**src/u8d_pkg.sv**
```systemverilog
`timescale 1ns / 1ps
// ----------------------------------------------------------------------------
// u8d_pkg
// Shared constants for the strict UTF-8 decoder: result kinds, error codes,
// byte classes and the bounds of valid scalar values.
// ----------------------------------------------------------------------------
package u8d_pkg;

    localparam int unsigned KIND_W  = 2;
    localparam int unsigned VALUE_W = 21;
    localparam int unsigned CODE_W  = 3;
    localparam int unsigned LEN_W   = 3;

    typedef logic [KIND_W-1:0]  t_kind;
    typedef logic [VALUE_W-1:0] t_value;
    typedef logic [CODE_W-1:0]  t_code;
    typedef logic [LEN_W-1:0]   t_len;

    localparam t_kind KIND_SCALAR = 2'd0;
    localparam t_kind KIND_ERROR  = 2'd1;
    localparam t_kind KIND_END    = 2'd2;

    localparam t_code ERR_LEAD      = 3'd0;
    localparam t_code ERR_TRUNCATED = 3'd1;
    localparam t_code ERR_CONT      = 3'd2;
    localparam t_code ERR_OVERLONG  = 3'd3;
    localparam t_code ERR_SURROGATE = 3'd4;
    localparam t_code ERR_RANGE     = 3'd5;

    localparam t_len LEN_NONE  = 3'd0;
    localparam t_len LEN_ONE   = 3'd1;
    localparam t_len LEN_TWO   = 3'd2;
    localparam t_len LEN_THREE = 3'd3;
    localparam t_len LEN_FOUR  = 3'd4;

    localparam logic [7:0] ASCII_MAX  = 8'h7F;
    localparam logic [7:0] LEAD2_MIN  = 8'hC2;
    localparam logic [7:0] LEAD2_MAX  = 8'hDF;
    localparam logic [7:0] LEAD3_MIN  = 8'hE0;
    localparam logic [7:0] LEAD3_MAX  = 8'hEF;
    localparam logic [7:0] LEAD4_MIN  = 8'hF0;
    localparam logic [7:0] LEAD4_MAX  = 8'hF4;
    localparam logic [7:0] CONT_MASK  = 8'hC0;
    localparam logic [7:0] CONT_TAG   = 8'h80;
    localparam logic [5:0] CONT_BITS  = 6'h3F;

    localparam t_value MIN_TWO       = 21'h00080;
    localparam t_value MIN_THREE     = 21'h00800;
    localparam t_value MIN_FOUR      = 21'h10000;
    localparam t_value SURR_MIN      = 21'h0D800;
    localparam t_value SURR_MAX      = 21'h0DFFF;
    localparam t_value SCALAR_MAX    = 21'h10FFFF;

endpackage

```
**src/u8d_if.sv**
```systemverilog
`timescale 1ns / 1ps
// ----------------------------------------------------------------------------
// u8d_byte_if / u8d_result_if
// Valid/ready channels of the UTF-8 decoder: input bytes and decoded results.
// ----------------------------------------------------------------------------
interface u8d_byte_if;
    logic       valid;
    logic       ready;
    logic [7:0] in_byte;
    logic       end_of_text;

    modport source (output valid, output in_byte, output end_of_text, input ready);
    modport sink   (input valid, input in_byte, input end_of_text, output ready);
endinterface

interface u8d_result_if #(
    parameter int unsigned OFFSET_BITS = 32
);
    logic                   valid;
    logic                   ready;
    logic [1:0]             kind;
    logic [20:0]            scalar_value;
    logic [2:0]             error_code;
    logic [OFFSET_BITS-1:0] byte_offset;
    logic                   text_done;

    modport source (
        output valid, output kind, output scalar_value, output error_code,
        output byte_offset, output text_done, input ready
    );
    modport sink (
        input valid, input kind, input scalar_value, input error_code,
        input byte_offset, input text_done, output ready
    );
endinterface

```
**src/utf8_validating_decoder_core.sv**
```systemverilog
`timescale 1ns / 1ps
// ----------------------------------------------------------------------------
// utf8_validating_decoder_core
// Strict streaming UTF-8 decoder: one byte in, at most one result out.
// ----------------------------------------------------------------------------
// Usage:
//   i_byte   : one text byte per word, end_of_text marks the text's last byte.
//   o_result : scalar values as they complete, one error word at the first
//              error of a text (code and byte offset), then an end marker on
//              the last byte if later. text_done is set on the word the last
//              byte causes; then the next byte starts a new text at offset 0.
//   Throughput: one byte per cycle while i_byte.ready is high; the decode
//   step is one layer of logic from the decoder state and the input byte
//   into a result register.
//   Each result is registered into the result register or the skid register.
//   Stall: a two-entry output stage (result register plus skid register)
//   keeps i_byte.ready high while one result waits; ready drops only when
//   both entries are full.
//   Reset: synchronous, active low; clears decoder state and empties the
//   output stage. No clearing pass is needed.
// ----------------------------------------------------------------------------
module utf8_validating_decoder_core #(
    parameter int unsigned OFFSET_BITS = 32
) (
    input  logic           i_clk,
    input  logic           i_rst_n,
    u8d_byte_if.sink       i_byte,
    u8d_result_if.source   o_result
);
    import u8d_pkg::*;

    typedef logic [OFFSET_BITS-1:0] t_offset;

    typedef struct packed {
        t_kind   kind;
        t_value  scalar_value;
        t_code   error_code;
        t_offset byte_offset;
        logic    text_done;
    } t_result;

    localparam t_offset OFFSET_MAX = {OFFSET_BITS{1'b1}};

    t_len    r_len,      n_len;
    t_len    r_rcv,      n_rcv;
    t_value  r_accum,    n_accum;
    t_offset r_start,    n_start;
    t_offset r_pos,      n_pos;
    logic    r_pend,     n_pend;
    t_offset r_pend_off, n_pend_off;
    logic    r_err,      n_err;

    logic    r_out_valid, r_skid_valid;
    t_result r_out, r_skid;

    logic    res_valid;
    t_result res;
    logic    accept, take, push;
    logic    [7:0] b;
    logic    last;
    t_value  min_val;

    assign b      = i_byte.in_byte;
    assign last   = i_byte.end_of_text;
    assign accept = i_byte.valid & i_byte.ready;
    assign take   = o_result.valid & o_result.ready;
    assign push   = accept & res_valid;

    assign i_byte.ready = !r_skid_valid;

    always_comb begin
        n_len      = r_len;
        n_rcv      = r_rcv;
        n_accum    = r_accum;
        n_start    = r_start;
        n_pend     = r_pend;
        n_pend_off = r_pend_off;
        n_err      = r_err;
        n_pos      = (r_pos == OFFSET_MAX) ? r_pos : r_pos + t_offset'(1);
        res_valid  = 1'b0;
        res        = '0;
        res.text_done = last;
        min_val    = MIN_FOUR;

        if (r_err) begin
            if (last) begin
                res_valid = 1'b1;
                res.kind  = KIND_END;
            end
        end else if (r_len == LEN_NONE) begin
            if (b inside {[8'h00:ASCII_MAX]}) begin
                res_valid        = 1'b1;
                res.kind         = KIND_SCALAR;
                res.scalar_value = t_value'(b);
            end else if (b inside {[LEAD2_MIN:LEAD2_MAX], [LEAD3_MIN:LEAD3_MAX],
                                   [LEAD4_MIN:LEAD4_MAX]}) begin
                if (b inside {[LEAD2_MIN:LEAD2_MAX]}) begin
                    n_len   = LEN_TWO;
                    n_accum = t_value'(b[4:0]);
                end else if (b inside {[LEAD3_MIN:LEAD3_MAX]}) begin
                    n_len   = LEN_THREE;
                    n_accum = t_value'(b[3:0]);
                end else begin
                    n_len   = LEN_FOUR;
                    n_accum = t_value'(b[2:0]);
                end
                n_rcv      = LEN_ONE;
                n_start    = r_pos;
                n_pend     = 1'b0;
                n_pend_off = '0;
                if (last) begin
                    res_valid       = 1'b1;
                    res.kind        = KIND_ERROR;
                    res.error_code  = ERR_TRUNCATED;
                    res.byte_offset = r_pos;
                end
            end else begin
                res_valid       = 1'b1;
                res.kind        = KIND_ERROR;
                res.error_code  = ERR_LEAD;
                res.byte_offset = r_pos;
            end
        end else begin
            n_rcv = r_rcv + LEN_ONE;
            if (!r_pend) begin
                if ((b & CONT_MASK) != CONT_TAG) begin
                    n_pend     = 1'b1;
                    n_pend_off = r_pos;
                end else begin
                    n_accum = {r_accum[VALUE_W-7:0], b[5:0] & CONT_BITS};
                end
            end
            case (r_len)
                LEN_TWO:   min_val = MIN_TWO;
                LEN_THREE: min_val = MIN_THREE;
                default:   min_val = MIN_FOUR;
            endcase
            if (n_rcv >= r_len) begin
                res_valid = 1'b1;
                res.kind  = KIND_ERROR;
                if (n_pend) begin
                    res.error_code  = ERR_CONT;
                    res.byte_offset = n_pend_off;
                end else if (n_accum < min_val) begin
                    res.error_code  = ERR_OVERLONG;
                    res.byte_offset = r_start;
                end else if (n_accum >= SURR_MIN && n_accum <= SURR_MAX) begin
                    res.error_code  = ERR_SURROGATE;
                    res.byte_offset = r_start;
                end else if (n_accum > SCALAR_MAX) begin
                    res.error_code  = ERR_RANGE;
                    res.byte_offset = r_start;
                end else begin
                    res.kind         = KIND_SCALAR;
                    res.scalar_value = n_accum;
                    n_len            = LEN_NONE;
                    n_rcv            = LEN_NONE;
                    n_accum          = '0;
                    n_pend           = 1'b0;
                    n_pend_off       = '0;
                end
            end else if (last) begin
                res_valid       = 1'b1;
                res.kind        = KIND_ERROR;
                res.error_code  = ERR_TRUNCATED;
                res.byte_offset = r_start;
            end
        end

        // close the text on its last byte, close the sequence on an error
        if (res_valid && last) begin
            n_len      = LEN_NONE;
            n_rcv      = LEN_NONE;
            n_accum    = '0;
            n_start    = '0;
            n_pos      = '0;
            n_pend     = 1'b0;
            n_pend_off = '0;
            n_err      = 1'b0;
        end else if (res_valid && res.kind == KIND_ERROR) begin
            n_len      = LEN_NONE;
            n_rcv      = LEN_NONE;
            n_accum    = '0;
            n_pend     = 1'b0;
            n_pend_off = '0;
            n_err      = 1'b1;
        end
    end

    always_ff @(posedge i_clk) begin
        if (!i_rst_n) begin
            r_len      <= LEN_NONE;
            r_rcv      <= LEN_NONE;
            r_accum    <= '0;
            r_start    <= '0;
            r_pos      <= '0;
            r_pend     <= 1'b0;
            r_pend_off <= '0;
            r_err      <= 1'b0;
        end else if (accept) begin
            r_len      <= n_len;
            r_rcv      <= n_rcv;
            r_accum    <= n_accum;
            r_start    <= n_start;
            r_pos      <= n_pos;
            r_pend     <= n_pend;
            r_pend_off <= n_pend_off;
            r_err      <= n_err;
        end
    end

    always_ff @(posedge i_clk) begin
        if (!i_rst_n) begin
            r_out_valid  <= 1'b0;
            r_skid_valid <= 1'b0;
        end else if (take) begin
            if (r_skid_valid) begin
                r_skid_valid <= 1'b0;
            end else begin
                r_out_valid <= push;
            end
        end else if (push) begin
            if (!r_out_valid) begin
                r_out_valid <= 1'b1;
            end else begin
                r_skid_valid <= 1'b1;
            end
        end
    end

    always_ff @(posedge i_clk) begin
        if (take) begin
            if (r_skid_valid) begin
                r_out <= r_skid;
            end else if (push) begin
                r_out <= res;
            end
        end else if (push) begin
            if (!r_out_valid) begin
                r_out <= res;
            end else begin
                r_skid <= res;
            end
        end
    end

    assign o_result.valid        = r_out_valid;
    assign o_result.kind         = r_out.kind;
    assign o_result.scalar_value = r_out.scalar_value;
    assign o_result.error_code   = r_out.error_code;
    assign o_result.byte_offset  = r_out.byte_offset;
    assign o_result.text_done    = r_out.text_done;

`ifndef NO_ASSERTIONS
    a_skid_behind_out: assert property (@(posedge i_clk) disable iff (!i_rst_n)
        r_skid_valid |-> r_out_valid)
        else $error("skid entry held with empty result register");

    a_seq_counts: assert property (@(posedge i_clk) disable iff (!i_rst_n)
        (r_len == LEN_NONE) |-> (r_rcv == LEN_NONE && !r_pend))
        else $error("sequence counters set with no open sequence");

    a_open_seq_bound: assert property (@(posedge i_clk) disable iff (!i_rst_n)
        (r_len != LEN_NONE) |-> (r_rcv != LEN_NONE && r_rcv < r_len && !r_err))
        else $error("open sequence count out of bounds");

    a_done_resets_pos: assert property (@(posedge i_clk) disable iff (!i_rst_n)
        (accept && res_valid && last) |=> (r_pos == '0 && !r_err))
        else $error("text end did not restart the offset");
`endif

endmodule
```
**src/flat_wrapper.sv**
```systemverilog
// flat-port wrapper written by rule: the top's interface ports become plain ports
module utf8_validating_decoder_core_flat import u8d_pkg::*;
#(
    parameter int unsigned OFFSET_BITS = 32
)
  (i_clk, i_rst_n, i_byte_valid, i_byte_in_byte, i_byte_end_of_text, i_byte_ready, o_result_valid, o_result_kind, o_result_scalar_value, o_result_error_code, o_result_byte_offset, o_result_text_done, o_result_ready);
  u8d_byte_if i_byte_i ();
  u8d_result_if #(.OFFSET_BITS(OFFSET_BITS)) o_result_i ();
  input  logic i_clk;
  input  logic i_rst_n;
  input wire logic [$bits(i_byte_i.valid)-1:0] i_byte_valid;
  input wire logic [$bits(i_byte_i.in_byte)-1:0] i_byte_in_byte;
  input wire logic [$bits(i_byte_i.end_of_text)-1:0] i_byte_end_of_text;
  output wire logic [$bits(i_byte_i.ready)-1:0] i_byte_ready;
  output wire logic [$bits(o_result_i.valid)-1:0] o_result_valid;
  output wire logic [$bits(o_result_i.kind)-1:0] o_result_kind;
  output wire logic [$bits(o_result_i.scalar_value)-1:0] o_result_scalar_value;
  output wire logic [$bits(o_result_i.error_code)-1:0] o_result_error_code;
  output wire logic [$bits(o_result_i.byte_offset)-1:0] o_result_byte_offset;
  output wire logic [$bits(o_result_i.text_done)-1:0] o_result_text_done;
  input wire logic [$bits(o_result_i.ready)-1:0] o_result_ready;
  assign i_byte_i.valid = i_byte_valid;
  assign i_byte_i.in_byte = i_byte_in_byte;
  assign i_byte_i.end_of_text = i_byte_end_of_text;
  assign i_byte_ready = i_byte_i.ready;
  assign o_result_valid = o_result_i.valid;
  assign o_result_kind = o_result_i.kind;
  assign o_result_scalar_value = o_result_i.scalar_value;
  assign o_result_error_code = o_result_i.error_code;
  assign o_result_byte_offset = o_result_i.byte_offset;
  assign o_result_text_done = o_result_i.text_done;
  assign o_result_i.ready = o_result_ready;
  utf8_validating_decoder_core #(.OFFSET_BITS(OFFSET_BITS)) u_core (.i_clk(i_clk), .i_rst_n(i_rst_n), .i_byte(i_byte_i), .o_result(o_result_i));
endmodule
```
**config.mk**
```make
export PLATFORM = sky130hd
export DESIGN_NAME = utf8_validating_decoder_core_flat
export DESIGN_NICKNAME = d
export VERILOG_FILES = /design/src/u8d_pkg.sv /design/src/u8d_if.sv /design/src/utf8_validating_decoder_core.sv /design/src/flat_wrapper.sv
export SDC_FILE = /design/constraint.sdc
export NUM_CORES = 1
export LEC_CHECK = 0
export BUFFER_PORTS_ARGS = -buffer_cell sky130_fd_sc_hd__buf_2
export CORE_MARGIN = 4
export CORE_UTILIZATION = 40
export CTS_BUF_LIST = sky130_fd_sc_hd__clkbuf_2
export DETAILED_ROUTE_END_ITERATION = 12
export PLACE_DENSITY = 0.68
export SLEW_MARGIN = 20
export SYNTH_ARGS = -nofsm -noshare
export SYNTH_HDL_FRONTEND = slang
export SYNTH_SLANG_ARGS = --single-unit
```
**constraint.sdc**
```tcl
create_clock -name i_clk -period 9.4 [get_ports i_clk]
set_input_delay 1.88 -clock i_clk [delete_from_list [all_inputs] [get_ports i_clk]]
set_output_delay 1.88 -clock i_clk [all_outputs]
set_load 0.005 [all_outputs]
```
======== Word-level counts from Yosys, hierarchy flattened ========
Cells that the tools add are included.
operators by class
  reductions and logical operators ........ 26
  order comparisons ....................... 13
  add/sub/neg operators ................... 2
  bitwise gates (word level) .............. 5
  multiplexer cells ....................... 115
  eq/ne operators ......................... 17
operators with widths
  operator               count
  $mux 32                20
  $mux 21                19
  $mux 59                5
  $mux 35                6
  $mux 33                3
  $mux 3                 24
  $mux 23                3
  $mux 58                1
  $mux 56                1
  $pmux 17 s2            1
  $add 32x1->32 const B  1
  $eq 32x32->1 const B   1
  $mux 1                 25
  $ge 8x8->1 const B     3
  $le 8x8->1 const B     3
  $mux 22                1
  $ge 21x16->1 const B   1
  $gt 21x21->1 const B   1
  $le 21x16->1 const B   1
  $lt 21x21->1           1
  $ne 4x3->1 const B     4
  $ne 2x2->1 const B     6
  $reduce_bool 2->1      5
  $reduce_and 9->1       1
  other kinds (23)       41
word-level totals
  output and inout port bits .............. 61
  register bits ........................... 245
  input bits .............................. 13

======== Depth between registers and ports, before layout ========
  depth in word-level cells ............... 17
  mapped depth ............................ 13
  gate-level depth less buffers ........... 10

======== Worst setup path after synthesis ========
OpenSTA, ideal clock, no wires.
  kind .................................... input to register
  start ................................... input port i_byte_in_byte[4]
  end ..................................... register u_core.r_out, in the netlist u_core.o_result.byte_offset[0] (enable)
  stages .................................. 6
  data arrival time ....................... 6035 ps
  library setup time ...................... 495 ps
  setup slack ............................. 2870 ps
  cells stage by stage .................... or4_1 -> nor2_1 -> nor4_2 -> o31ai_1 -> nand2_1 -> a21oi_1
between the ends
  longest elaborated chain between the ends .. 10
  elaborated cells between the ends (all ways) .. 21
  classes of those cells .................. 8 x order compare; 4 x mux; 1 x bitwise; 8 x reduce/logical
ends and longest elaborated chain
  item                                             RTL line                             RTL
  start: declaration                               flat_wrapper.sv:12                   input wire logic [$bits(i_byte_i.in_byte)-1:0] i_byte_in_byte;
  $ge 8x8->1 / $le 8x8->1 (equally long branches)  utf8_validating_decoder_core.sv:95   end else if (b inside {[LEAD2_MIN:LEAD2_MAX], [LEAD3_MIN:LEAD3_MAX],
  $logic_and 1x1->1                                utf8_validating_decoder_core.sv:95
  $reduce_bool 3->1                                utf8_validating_decoder_core.sv:95
  $mux 1                                           utf8_validating_decoder_core.sv:95
  $mux 1 (*)                                       utf8_validating_decoder_core.sv:91   if (b inside {[8'h00:ASCII_MAX]}) begin
  $mux 1 (*)                                       utf8_validating_decoder_core.sv:90   end else if (r_len == LEN_NONE) begin
  $mux 1 (*)                                       utf8_validating_decoder_core.sv:85   if (r_err) begin
  $and 1x1->1 (*)                                  utf8_validating_decoder_core.sv:67   assign push = accept & res_valid;
  $reduce_bool 2->1 (no line)                      --
  $reduce_and 3->1 (no line) (*)                   --
  end signal: assignment                           utf8_validating_decoder_core.sv:234  r_out <= r_skid;
  end signal: assignment                           utf8_validating_decoder_core.sv:236  r_out <= res;
  end signal: assignment                           utf8_validating_decoder_core.sv:240  r_out <= res;
  end: declaration                                 utf8_validating_decoder_core.sv:54   t_result r_out, r_skid;
Mark *: on every way between the ends. The rest lies on a longest branch, timed or not.
A chain may end at the register's enable or synchronous reset.

==> flow_summary.ini <==
[pwr]
p_int_mw = 1.48
leakage_nw = 4.56
p_clk_share_pct = 32.8
switching_share_pct = 26.6
power_frac_comb_pct = 10.3
peakVddDrop_v = 0.0000589
seq_power_share_pct = 56.9
powerDensity_mw_per_mm2 = 166
finalPower_mw = 2.02
power.switching_mw = 0.537

[grt]
grt_usage_pct = 17.3
antenna_found_initial = 2
overflow = 0
grt_pass1_vias = 8169
grt_max_degree = 54
grt_pass1_wl_um = 43500

[job]
max_cap_viol_count = 0

[critical_path]
start_kind = input pin
crit_arrival_ps = 5240
critPathCaptureType = flop
cp_cell_sequence = buf_2 -> or3b_1 -> buf_4 -> mux2i_1 -> inv_1 -> ha_1 -> or4_1 -> a2bb2oi_1 -> o211ai_4 -> nand3b_2 -> nor3_1
worstPathRequired_ps = 10020
critical_path.max_stage_delay_ps = 610
crit_family = simple AND/OR/NAND/NOR gates
crit_slowest_cell = nand3b_2
crit_buf_inv = 3
path_max_fanout = 38
crit_type = in2reg

[floorplan]
core_mm2 = 0.0270
fp.dieW_um = 174
start_util_pct = 40.7
die_area_mm2 = 0.0302
row_count = 60
pin_count = 74
dieHeight_um = 174

[yosys]
synth.distinct_cells = 64
synth-seq-area-share_pct = 54.9
yosysWarningCount = 0
syn_area_mm2 = 0.0110
postSynthNetCount = 1026
netlist_instances = 1006
synth_edf_count = 118
syn_avg_cell_area_um2 = 10.9
async_reset_ff_share_pct = 0
synth_ff_type = dfxtp_1
synth_seq_cells = 242

[layout]
final_util_pct = 45.0
num-nets-final = 1089
syn_to_final_growth_pct = 10.4
mostFrequentLayoutCells = dfxtp_1, edfxtp_1, a22o_1
drive_gt1_share_pct = 20.4
final_common_cell = dfxtp_1
final_area_mm2 = 0.0121

[routing]
dr.pass1.iters = 6
antenna_left = 0
drt_iter0_drc = 804
drcViolationCount = 0
vias = 8424
wire_per_inst_um = 18.4
drt-total-wl_um = 26700
vias_per_cell = 5.80

[place]
port_buffers = 73
gp_congestion = 0.885
hpwl_um = 16500
place_area_mm2 = 0.0116

[timing]
drv_slew = 0
whs_ps = 474
finalSetupViolations = 0
period_needed_ps = 4630
setup-tns-final_ps = 0
finalCritPeriodShare_pct = 49.2
maxSlewHeadroom_pct = 27.4
grt_setup_unrepaired = no
hold_violations = 0
fin_skew_ps = 49.3
max_freq_mhz = 216
tightest_slew_ps = 1080

[status]
outcome = completed

[worst_hold_path]
min_path_type = reg2reg

[clocking]
clock_latency_ps = 820
clock_sinks = 242
hold_buffers = 0
clock_path_buffers = 3
clockRootBuffer = clkbuf_2
cts_resized = 0
clkTransAtPathRegs_ps = 110
cts_buffers = 55
post-cts-setup-buffers = 0
htreeDepth = 2
cts_tree = done
[worst paths after layout]
check                                                   startpoint                                 end  slack [ps]  cells after the start
worst max-delay path                             i_byte_in_byte[6]         u_core.r_skid[32]$_DFFE_PP_        4770                     11
worst min-delay path            u_core.r_pend_off[16]$_SDFFE_PN0P_  u_core.r_pend_off[16]$_SDFFE_PN0P_         470                      1
worst max register to register        u_core.r_rcv[0]$_SDFFE_PN0P_  u_core.r_pend_off[23]$_SDFFE_PN0P_        5260                     10
worst min register to register  u_core.r_pend_off[16]$_SDFFE_PN0P_  u_core.r_pend_off[16]$_SDFFE_PN0P_         470                      1
[sequential cells by signal (all words and copies together), names as in the netlist]
name                          cells
u_core.r_err                      1
u_core.r_pos                     32
u_core.r_pend                     1
u_core.r_skid_valid               1
u_core.o_result.scalar_value     21
u_core.o_result.valid             1
u_core.o_result.kind              2
u_core.r_pend_off                32
u_core.o_result.byte_offset      32
u_core.r_rcv                      3
u_core.o_result.text_done         1
u_core.r_skid                    59
u_core.r_accum                   18
u_core.r_len                      3
u_core.r_start                   32
u_core.o_result.error_code        3
[per-stage QoR]
stage,setup slack (ps),std cells
6_report,4770,1452
5_1_grt,4470,1452
4_1_cts,4880,1451
3_5_place_dp,4000,1353
3_3_place_gp,4060,1353
2_1_floorplan,2870,1006
[cell usage after synthesis (all sizes together), types with 2 or more instances]
| cell | number | area [um2] |
|---|---|---|
| nor3b | 7 | 63.8 |
| nand2 | 57 | 214 |
| clkbuf | 71 | 268 |
| a311oi | 22 | 193 |
| o21ai | 36 | 180 |
| a21oi | 34 | 170 |
| a21boi | 5 | 37.5 |
| inv | 11 | 41.3 |
| dfxtp | 124 | 2480 |
| and4 | 8 | 70.1 |
| ha | 7 | 87.6 |
| or3 | 4 | 25.0 |
| nor4 | 7 | 50.1 |
| a22o | 93 | 815 |
| nor2b | 52 | 325 |
| nand4b | 2 | 17.5 |
| and2 | 13 | 81.3 |
| nand3 | 23 | 115 |
| and3b | 2 | 17.5 |
| nor4b | 3 | 26.3 |
| nor2 | 74 | 278 |
| or4 | 3 | 22.5 |
| o211a | 2 | 20.0 |
| nand4 | 11 | 68.8 |
| o211ai | 3 | 36.3 |
| mux2 | 23 | 259 |
| nand2b | 2 | 12.5 |
| xor2 | 17 | 149 |
| buf | 15 | 87.6 |
| o22a | 21 | 184 |
| xnor2 | 11 | 96.3 |
| o21a | 5 | 37.5 |
| a32o | 6 | 60.1 |
| nor3 | 26 | 130 |
| and3 | 15 | 93.8 |
| edfxtp | 118 | 3540 |
| mux2i | 8 | 80.1 |
| a22oi | 26 | 195 |
| a221oi | 11 | 96.3 |
| o31ai | 10 | 75.1 |
| or3b | 3 | 26.3 |
[per-layer routing]
layer | wire length, um | track usage [%] | vias up
met5 | 13 | 0 | -
met4 | 540 | 6.66 | 2
met3 | 1970 | 3.23 | 51
met2 | 12100 | 26.7 | 319
met1 | 12100 | 24.4 | 4074
li1 | - | - | 3978
[cell type report]
type                    count  area, um2
fillers                  2503      14800
diodes                      1       2.50
multi-input cells         666       4610
clock buffers              89        445
repair buffers             92        508
clock inverters             9       60.1
flip-flops and latches    242       6030
inverters                  12       45.0
well taps                 341        427
[worst reg2reg max path: cells and delay by family (launching register included)]
| family | cells | cell delay [ps] |
|---|---|---|
| and+or+nand+nor | 2 | 1130 |
| AOI/OAI and AO/OA | 4 | 1690 |
| adders and majority gates | 2 | 530 |
| DFF | 1 | 350 |
| xor gates and xnor gates | 1 | 150 |
| buffers and inverters | 1 | 240 |
[power groups by stage]
stage	Sequential [mW]	Clock, mW	Combinational (mW)
detailed placement	1.17	0	0.206
global placement	1.17	0	0.204
global route	1.15	0.740	0.227
CTS	1.15	0.688	0.206
finish	1.15	0.662	0.207
floorplan	1.18	0	0.128
[cells by family (layout without fill, tap and decap cells)]
kind of cell	Yosys count	count (layout)	share of synthesized area [%]
and+or+nand+nor	316	316	15.3
AOI/OAI and AO/OA	284	284	20.0
DFF	242	242	54.9
buffers and inverters	98	202	3.65
muxes	31	31	3.09
xor gates and xnor gates	28	28	2.23
adders and majority gates	7	7	0.798
other	0	1	0
(Power assumes the default switching activity.)
